`config.mk`:
```
export PLATFORM = sky130hd
export DESIGN_NAME = integer_to_radix_text
export DESIGN_NICKNAME = d
export VERILOG_FILES = /design/src/hw/rtl/itrt_pkg.sv /design/src/hw/rtl/itrt_bcd.sv /design/src/hw/rtl/integer_to_radix_text.sv
export SDC_FILE = /design/constraint.sdc
export NUM_CORES = 1
export LEC_CHECK = 0
export BUFFER_PORTS_ARGS = -buffer_cell sky130_fd_sc_hd__buf_2
export CAP_MARGIN = 40
export CORE_UTILIZATION = 40
export DETAILED_ROUTE_END_ITERATION = 8
export REMOVE_ABC_BUFFERS = 1
export SYNTH_ARGS = -nofsm -noshare
export SYNTH_HDL_FRONTEND = slang
export SYNTH_SLANG_ARGS = --single-unit
```
`constraint.sdc`:
```
create_clock -name clk -period 8.66 [get_ports clk]
set_input_delay 0.866 -clock clk [delete_from_list [all_inputs] [get_ports clk]]
set_output_delay 0.866 -clock clk [all_outputs]
set_load 0.01 [all_outputs]
```
`src/hw/rtl/itrt_pkg.sv`:
```
package itrt_pkg;

  localparam int ValW      = 64;
  localparam int DecDigits = 20;
  localparam int BcdW      = 4 * DecDigits;
  localparam int IdxW      = 6;

  // mode codes carried on in_func
  localparam logic [2:0] FN_SDEC = 3'd0;
  localparam logic [2:0] FN_UDEC = 3'd1;
  localparam logic [2:0] FN_BIN  = 3'd2;
  localparam logic [2:0] FN_OCT  = 3'd3;
  localparam logic [2:0] FN_HEX  = 3'd4;

  // top digit index for each mode
  localparam logic [IdxW-1:0] TopDec = 6'd19;
  localparam logic [IdxW-1:0] TopHex = 6'd15;
  localparam logic [IdxW-1:0] TopOct = 6'd21;
  localparam logic [IdxW-1:0] TopBin = 6'd63;

  localparam logic [7:0] CharMinus = 8'h2d;
  localparam logic [7:0] CharZero  = 8'h30;
  localparam logic [7:0] CharAlpha = 8'h57;

  typedef enum logic [1:0] {
    ST_IDLE,
    ST_CONV,
    ST_SIGN,
    ST_DIGITS
  } itrt_state_t;

  function automatic logic [7:0] digit_char(input logic [3:0] d);
    logic [7:0] r;
    if (d < 4'd10) begin
      r = CharZero + {4'b0000, d};
    end else begin
      r = CharAlpha + {4'b0000, d};
    end
    return r;
  endfunction

endpackage

```
`src/hw/rtl/itrt_bcd.sv`:
```
module itrt_bcd
  import itrt_pkg::*;
(
  input  logic            clk,
  input  logic            rst_n,
  input  logic            start,
  input  logic [ValW-1:0] mag,
  output logic            done,
  output logic [BcdW-1:0] bcd
);

  logic            busy_r;
  logic [5:0]      cnt_r;
  logic            done_r;
  logic [ValW-1:0] sh_r;
  logic [BcdW-1:0] bcd_r;
  logic [BcdW-1:0] adj;

  // add 3 to every bcd digit of 5 or more before the shift
  always_comb begin
    for (int i = 0; i < DecDigits; i++) begin
      if (bcd_r[4*i +: 4] >= 4'd5) begin
        adj[4*i +: 4] = bcd_r[4*i +: 4] + 4'd3;
      end else begin
        adj[4*i +: 4] = bcd_r[4*i +: 4];
      end
    end
  end

  always_ff @(posedge clk) begin
    if (!rst_n) begin
      busy_r <= 1'b0;
      cnt_r  <= '0;
      done_r <= 1'b0;
    end else begin
      done_r <= busy_r && (cnt_r == '0);
      if (start) begin
        busy_r <= 1'b1;
        cnt_r  <= 6'(ValW - 1);
      end else if (busy_r) begin
        cnt_r <= cnt_r - 6'd1;
        if (cnt_r == '0) begin
          busy_r <= 1'b0;
        end
      end
    end
  end

  always_ff @(posedge clk) begin
    if (start) begin
      sh_r  <= mag;
      bcd_r <= '0;
    end else if (busy_r) begin
      sh_r  <= {sh_r[ValW-2:0], 1'b0};
      bcd_r <= {adj[BcdW-2:0], sh_r[ValW-1]};
    end
  end

  assign done = done_r;
  assign bcd  = bcd_r;

endmodule

```
`src/hw/rtl/integer_to_radix_text.sv`:
```
// channel  ports                                         direction
// in       in_valid in_ready in_value in_func in_zero_pad  request in
// out      out_valid out_ready out_character out_last      one character out
//
// one digit position per cycle from the top digit while the output is not stalled;
// leading zeros are skipped, also while the output is stalled.
// decimal modes wait on the shift-and-add-3 converter, then walk 20 digit positions,
// after a minus sign if negative. unused modes are accepted and give no characters.
// a single output register holds the pending character; a stall there holds
// the digit walk. reset is synchronous and returns the sequencer to idle.
module integer_to_radix_text
  import itrt_pkg::*;
(
  input  logic            clk,
  input  logic            rst_n,
  input  logic            in_valid,
  output logic            in_ready,
  input  logic [ValW-1:0] in_value,
  input  logic [2:0]      in_func,
  input  logic            in_zero_pad,
  output logic            out_valid,
  input  logic            out_ready,
  output logic [7:0]      out_character,
  output logic            out_last
);

  itrt_state_t     state_r, state_nxt;
  logic [2:0]      func_r, func_nxt;
  logic            skip_r, skip_nxt;
  logic            neg_r, neg_nxt;
  logic [IdxW-1:0] idx_r, idx_nxt;
  logic [ValW-1:0] val_r, val_nxt;
  logic            out_valid_r, out_valid_nxt;
  logic [7:0]      out_char_r, out_char_nxt;
  logic            out_last_r, out_last_nxt;

  logic            conv_start;
  logic            conv_done;
  logic [BcdW-1:0] bcd;
  logic            accept;
  logic            out_free;
  logic            in_neg;
  logic            pad_eff;
  logic [3:0]      dig;
  logic [ValW+1:0] oct_ext;
  logic [6:0]      oct_base;
  logic            lead_zero;

  assign accept   = in_valid && in_ready;
  assign out_free = !out_valid_r || out_ready;
  assign in_neg   = (in_func == FN_SDEC) && in_value[ValW-1];
  assign pad_eff  = in_zero_pad &&
                    (in_func == FN_UDEC || in_func == FN_BIN || in_func == FN_HEX);
  assign conv_start = accept && (in_func == FN_SDEC || in_func == FN_UDEC);

  itrt_bcd u_bcd (
    .clk  (clk),
    .rst_n(rst_n),
    .start(conv_start),
    .mag  (val_nxt),
    .done (conv_done),
    .bcd  (bcd)
  );

  // digit at the current position, per mode
  assign oct_ext  = {2'b00, val_r};
  assign oct_base = 7'(idx_r[4:0]) * 7'd3;
  always_comb begin
    case (func_r) inside
      FN_SDEC, FN_UDEC: dig = bcd[{idx_r[4:0], 2'b00} +: 4];
      FN_HEX:           dig = val_r[{idx_r[3:0], 2'b00} +: 4];
      FN_OCT:           dig = {1'b0, oct_ext[oct_base +: 3]};
      default:          dig = {3'b000, val_r[idx_r]};
    endcase
  end

  assign lead_zero = skip_r && (dig == 4'd0) && (idx_r != '0);

  // next state
  always_comb begin
    state_nxt = state_r;
    unique case (state_r)
      ST_IDLE: begin
        if (in_valid) begin
          if (in_func == FN_SDEC || in_func == FN_UDEC) begin
            state_nxt = ST_CONV;
          end else if (in_func == FN_BIN || in_func == FN_OCT || in_func == FN_HEX) begin
            state_nxt = ST_DIGITS;
          end
        end
      end
      ST_CONV: begin
        if (conv_done) begin
          state_nxt = neg_r ? ST_SIGN : ST_DIGITS;
        end
      end
      ST_SIGN: begin
        if (out_free) begin
          state_nxt = ST_DIGITS;
        end
      end
      ST_DIGITS: begin
        if (!lead_zero && out_free && idx_r == '0) begin
          state_nxt = ST_IDLE;
        end
      end
      default: state_nxt = ST_IDLE;
    endcase
  end

  // datapath and outputs
  always_comb begin
    in_ready      = (state_r == ST_IDLE);
    func_nxt      = func_r;
    skip_nxt      = skip_r;
    neg_nxt       = neg_r;
    idx_nxt       = idx_r;
    val_nxt       = val_r;
    out_valid_nxt = out_valid_r && !out_ready;
    out_char_nxt  = out_char_r;
    out_last_nxt  = out_last_r;
    unique case (state_r)
      ST_IDLE: begin
        if (accept) begin
          func_nxt = in_func;
          skip_nxt = !pad_eff;
          neg_nxt  = in_neg;
          val_nxt  = in_neg ? (ValW'(0) - in_value) : in_value;
          case (in_func)
            FN_HEX:  idx_nxt = TopHex;
            FN_OCT:  idx_nxt = TopOct;
            FN_BIN:  idx_nxt = TopBin;
            default: idx_nxt = TopDec;
          endcase
        end
      end
      ST_CONV: begin
      end
      ST_SIGN: begin
        if (out_free) begin
          out_valid_nxt = 1'b1;
          out_char_nxt  = CharMinus;
          out_last_nxt  = 1'b0;
        end
      end
      ST_DIGITS: begin
        if (lead_zero) begin
          idx_nxt = idx_r - 6'd1;
        end else if (out_free) begin
          out_valid_nxt = 1'b1;
          out_char_nxt  = digit_char(dig);
          out_last_nxt  = (idx_r == '0);
          skip_nxt      = 1'b0;
          if (idx_r != '0) begin
            idx_nxt = idx_r - 6'd1;
          end
        end
      end
      default: begin
      end
    endcase
  end

  always_ff @(posedge clk) begin
    if (!rst_n) begin
      state_r     <= ST_IDLE;
      out_valid_r <= 1'b0;
    end else begin
      state_r     <= state_nxt;
      out_valid_r <= out_valid_nxt;
    end
  end

  always_ff @(posedge clk) begin
    func_r     <= func_nxt;
    skip_r     <= skip_nxt;
    neg_r      <= neg_nxt;
    idx_r      <= idx_nxt;
    val_r      <= val_nxt;
    out_char_r <= out_char_nxt;
    out_last_r <= out_last_nxt;
  end

  assign out_valid     = out_valid_r;
  assign out_character = out_char_r;
  assign out_last      = out_last_r;

endmodule

```
=== Yosys cells after proc, flatten, opt, wreduce, memory -nomap -nowiden ===
Index checks and enable logic that the tools add are counted.

* Mux-type cells: 64
* Shifts and indexed selects: 3
* Equal/unequal tests: 20
* Add/subtract/negate cells: 25
* Order comparisons: 22
* Multiply operators: 1
* Reduce and logical (&&, ||, !) cells: 36

{| class="wikitable"
|+ Operators with widths
! kind !! count
|-
| two-way mux 64 bit || 5
|-
| two-way mux 4 bit || 21
|-
| greater-or-equal comparator 4 x 3 -> 1 bit, second input constant || 20
|-
| indexed part select 80 x 8 -> 4 bit || 1
|-
| adder 4 x 2 -> 4 bit, second input constant || 19
|-
| indexed part select 66 x 8 -> 3 bit || 1
|-
| indexed part select 64 x 7 -> 4 bit || 1
|-
| subtractor 1 x 64 -> 64 bit, first input constant || 1
|-
| two-way mux 6 bit || 6
|-
| two-way mux 8 bit || 4
|-
| case mux 6 bit (3 select lines) || 1
|-
| case mux 8 bit (2 select lines) || 1
|-
| logical NOT 6 bit || 2
|-
| two-way mux 1 bit || 12
|-
| two-way mux 2 bit || 6
|-
| case mux 6 bit (2 select lines) || 1
|-
| AND reduction 4 bit || 3
|-
| subtractor 6 x 1 -> 6 bit, second input constant || 2
|-
| logical AND 1 bit || 10
|-
| inequality test 2 bit, second input constant || 5
|-
| equality test 3 x 2 -> 1 bit, second input constant || 3
|-
| adder 7 x 4 -> 8 bit, first input constant || 1
|-
| case mux 2 bit (4 select lines) || 1
|-
| adder 6 x 4 -> 7 bit, first input constant || 1
|-
| 24 further kinds || 43
|}

* Register bits: 239
* Output and inout bits: 11

=== Logic depth before layout (Yosys ltp) ===
* Depth after elaboration: 13
* Mapped depth: 15

=== By module ===
A second synthesis with hierarchy kept.

* Cells, all modules: 1577
* Area, all modules: 14839.2 µm²

{| class="wikitable"
|+ Modules (own cells, without submodules)
! module !! cells each !! area each (µm²) !! times used
|-
| itrt_bcd || 789 || 7878.8 || 1
|-
| integer_to_radix_text || 788 || 6960.4 || 1
|}

=== Worst setup path before layout ===
No wires, ideal clock.

* Path type: register -> register
* Start point: reg idx_r[0]
* End point: reg idx_r[0] (enable)
* Cell stages (with the launch flop): 15
* Clock period less this slack: 3.641 ns
* Arrival: 3.262 ns
* Data required time: 8.281 ns
* Setup slack: 5.019 ns
* Cells stage by stage: edfxtp_1 > buf_4 > buf_6 > buf_4 > buf_4 > mux2i_1 > o221ai_1 > o221ai_1 > o31ai_1 > a2111oi_0 > a311o_1 > ha_1 > and3_1 > a31oi_1 > a211oi_1

* Cells in the longest elaborated chain, start to end: 10
* Elaborated cells on any way between the ends: 16
* Those cells by class: 1 x mul; 2 x eq/ne; 3 x shift; 5 x mux; 5 x reduce/logical

{| class="wikitable"
|+ Ends and longest elaborated chain
! element !! line !! source
|-
| start, declared || integer_to_radix_text.sv:31 || <nowiki>logic [IdxW-1:0] idx_r, idx_nxt;</nowiki>
|-
| start signal, assigned || integer_to_radix_text.sv:178 || <nowiki>idx_r <= idx_nxt;</nowiki>
|-
| multiplier 5 x 2 -> 7 bit or binary-select mux 1 bit (select 6 bit) (tied branches) || integer_to_radix_text.sv:67, integer_to_radix_text.sv:73 ||
|-
| indexed part select 66 x 8 -> 3 bit or two-way mux 1 bit (tied branches) || integer_to_radix_text.sv:72, integer_to_radix_text.sv:73 ||
|-
| two-way mux 3 bit || integer_to_radix_text.sv:69 || <nowiki>case (func_r) inside</nowiki>
|-
| two-way mux 4 bit (2 in a row) || integer_to_radix_text.sv:69 ||
|-
| logical NOT 4 bit || integer_to_radix_text.sv:77 || <nowiki>assign lead_zero = skip_r && (dig == 4'd0) && (idx_r != '0);</nowiki>
|-
| logical AND 1 bit (2 in a row) || integer_to_radix_text.sv:77 ||
|-
| inequality test 3 bit (no line) || - ||
|-
| AND reduction 4 bit (no line) * || - ||
|}

Mark *: on every way between the ends. The rest lies on a longest branch, timed or not. The select of a mux whose other input is x is not followed.
A chain may end at the register's enable or synchronous reset.

=== Worst setup path after layout ===
* Start point: reg idx_r[0]
* End point: reg idx_r[2] (enable)

The elaborated chain is that of the path after synthesis.

==> impl_results.md <==
- Initial DRC Count: 708
- Crit share post-route: 59.1%
- CP Buf/Inv Count: 1
- Setup crit end kind: flop
- Syn. warnings: 0
- Critical path type: reg2reg
- Worst-path maximum fanout: 78
- Setup crit start kind: flop
- Synth area leader: dfxtp_1
- Fill count: 3365
- Commonest non-fill, non-tap cell in the layout: nand2_1
- FF-to-FF Start: idx_r[0]$_SDFFCE_PN1P_
- Power share of the clock group: 25.0%
- Switch share: 36.3%
- Gate Count Post-Synth: 1566
- Most used cell, CP: a311o_1
- Vias in the first global route: 10700
- Post-CTS setup buffers: 0
- Fmax: 195 MHz
- Unrepaired setup endpoints after global routing: no
- R2R Path End: idx_r[2]$_DFFE_PP_
- Vias per inst: 5.49
- Combinational power share: between 30% and 40%
- TritonCTS clock tree: built
- R2R Setup Slk: 3.54 ns
- Peak supply drop: 141 uV
- Switch Pwr: 1.62 mW
- Yosys cell types: 80
- Most frequent cells in the layout: nand2_1, o21ai_0, dfxtp_1
- Total grt overflow: 0
- Final Core Density: 45.5%
- H-tree levels: 1
- Status: finished, final reports clean
- Hold Violations, Final: 0
- Cell area power density: 282 mW/mm2
- Pint: 2.85 mW
- Min cycle time layout: 5.12 ns
- Fin area: 0.0158 mm2
- Crit-path slowest cell: edfxtp_1
- Hold crit path type: reg2reg
- Die height: 191 um
- Reg2Reg Depth: 11
- Buffers on Ports: 81
- Antenna cells: 0
- Clock root cell: clkbuf_16
- CP peak stage delay: 0.88 ns
- Setup_tns: 0 ns
- Worst-path cell chain: buf_12 -> mux4_2 -> mux2i_1 -> a221oi_1 -> a311o_1 -> a2111oi_0 -> a311o_1 -> ha_1 -> and3_1 -> a31oi_1 -> a211oi_1
- Avg WL per Cell: 16.7 um
- DRC violations left: 0
- Largest net degree at the start of global routing: 117
- Synthesis-stage register bit count: ~240
- End of the worst hold path: u_bcd.bcd[79]$_SDFFE_PP0P_
- Layout Nets: 1718
- Sequential power share: 43.3%
- First-pass GRT wire length: 56.0 mm
- Post-synth EDFFs: a little over 80
- Sequential cell area: between 0.005 and 0.006 mm2
- Detailed-route wire length: 34.6 mm
- Ys flop type: dfxtp_1
- Hold Crit Start: u_bcd.bcd[79]$_SDFFE_PP0P_
- Reg clk slew, reported paths: 0.06 ns
- CP arrival: 5.27 ns
- Setup violators final: 0
- Ys async rst share: 0%
- Num CTS Buffers: 27
- Placed Area: 0.0150 mm2
- GRT Overall Usage: 19.0%
- Post-CTS Hold Buffers: 0
- Initial antenna violation count: 0
- DIE AREA: around 0.036 mm2
- Max_cap viols: 0
- I/O pins: 83
- Synth top area share: 21.7%
- DRT Pass-1 Iters: 5
- Post_cts resized: 0
- GP Congestion: 0.848
- Register area share after synthesis: 39.2%
- Pre-CTS WS: 3.60 ns
- Core footprint: 0.0348 mm2
- Worst-Margin Slew: approximately 0.91 ns
- Post-Syn Area per Cell: 9.12 um2
- ANT nets after route: 0
- DR vias: 11400
- Ranking of synthesized cells by area: dfxtp_1, edfxtp_1, mux4_2, o21ai_0, nand2_1
- Layout cells sized above 1: 13.8%
- Family with the most delay on the worst path: compound AO/OA/AOI/OAI gates
- Multi-input combinational cell area: 0.00801 mm2
- CP required: between 8 and 9 ns
- Area delta synth->final: 10.8%
- Final worst-path setup slack: ~3.5 ns
- Die W: 191 um
- DPL Wire Length: about 25 mm
- LEAKAGE: around 6 nW
- Initial Util: 41.0%
- Cell Area, Synth: 0.0143 mm2
- Max Transition Viols Final: 0
- Slew HR: 39.1%
- Skew-Pair Late Insertion Delay: 0.55 ns
- CTS Buffer Depth: 3
- Final Skew: about 0.026 ns
- Num rows: ~70
- # clock sinks: about 240
- Hold path depth: 2
logic make-up after synthesis:
| logic type | synth area share (%) |
|---|---|
| AOI/OAI and AO/OA | 16.4 |
| buffers and inverters | 4.89 |
| DFF | 39.2 |
| adders and majority gates | 4.47 |
| xor gates and xnor gates | 6.81 |
| other | 0.0526 |
| and+or+nand+nor | 16.2 |
| muxes | 12.0 |
through the flow:
step	total power, mW	std cells	hold slack, ns
2_1_floorplan	2.90	1471	0.442
5_1_grt	4.77	2070	0.496
6_report	4.47	2070	0.479
3_3_place_gp	3.30	2018	0.464
3_5_place_dp	3.37	2021	0.476
4_1_cts	4.50	2070	0.484
worst register-to-register path: cells and delay by family, from the launching register on:
family	cells	cell delay, ns
compound gates	6	2.26
flops	1	0.88
mux	2	0.80
buf+inv	1	0.47
simple gates	1	0.17
fa+ha+maj	1	0.16
cell usage after synthesis (all sizes together), types with 4 or more instances:
cell,number
o21ai,211
nand2,203
dfxtp,155
nor2,124
a21oi,123
edfxtp,83
clkbuf,63
mux2i,59
inv,56
xnor2,56
xor2,55
ha,51
mux4,48
nor3,38
nand3,33
buf,29
nand2b,29
o221ai,17
or3,15
nor4,14
o41ai,8
o31ai,7
a21boi,6
a31oi,6
and2,5
and3,4
mux2,4
nand3b,4
nor2b,4
o21a,4
or4,4
state kept, by name (all words and copies together) (netlist names), 2 cells and up:
signal / cells
func_r: 3
idx_r: 6
out_character: 7
state_r: 2
u_bcd.bcd: 80
u_bcd.cnt_r: 6
u_bcd.sh_r: 64
val_r: 64
layer usage:
| metal | GRT usage (%) | part of all wire (%) | vias up |
|---|---|---|---|
| met5 | 0 | 0 | - |
| met4 | 4.18 | 1.5 | 0 |
| met3 | 2.75 | 5.6 | 41 |
| met2 | 29.8 | 45 | 273 |
| met1 | 27.3 | 48 | 5410 |
| li1 | - | - | 5643 |
power by group through the flow:
stage | registers (mW) | clock network [mW] | logic [mW]
final | 1.94 | 1.12 | 1.42
after CTS | 1.93 | 1.14 | 1.43
after global placement | 1.95 | 0 | 1.36
after detailed placement | 1.95 | 0 | 1.42
after global routing | 1.98 | 1.18 | 1.61
after floorplan | 1.83 | 0 | 1.07
worst max path at each step:
stage,slack (ns),start,cells past startpoint,endpoint
CTS,3.60,idx_r[0]$_SDFFCE_PN1P_,11,idx_r[0]$_SDFFCE_PN1P_
global placement,3.78,idx_r[0]$_SDFFCE_PN1P_,11,idx_r[3]$_DFFE_PP_
detailed placement,3.60,idx_r[0]$_SDFFCE_PN1P_,11,idx_r[0]$_SDFFCE_PN1P_
finish,3.54,idx_r[0]$_SDFFCE_PN1P_,11,idx_r[2]$_DFFE_PP_
floorplan,1.05,in_valid,4,u_bcd.sh_r[0]$_SDFFCE_PN0P_
global route,3.26,idx_r[0]$_SDFFCE_PN1P_,11,idx_r[0]$_SDFFCE_PN1P_
area by class of cell:
| type | count | share of cell area [%] |
|---|---|---|
| inverters | 56 | 1.33 |
| clock inverters | 9 | 0.640 |
| repair buffers | 95 | 3.68 |
| clock buffers | 40 | 4.77 |
| multi-input cells | 1177 | 50.6 |
| flip-flops and latches | 238 | 35.4 |
| well taps | 455 | 3.60 |
Power figures use the tool's default switching activity.
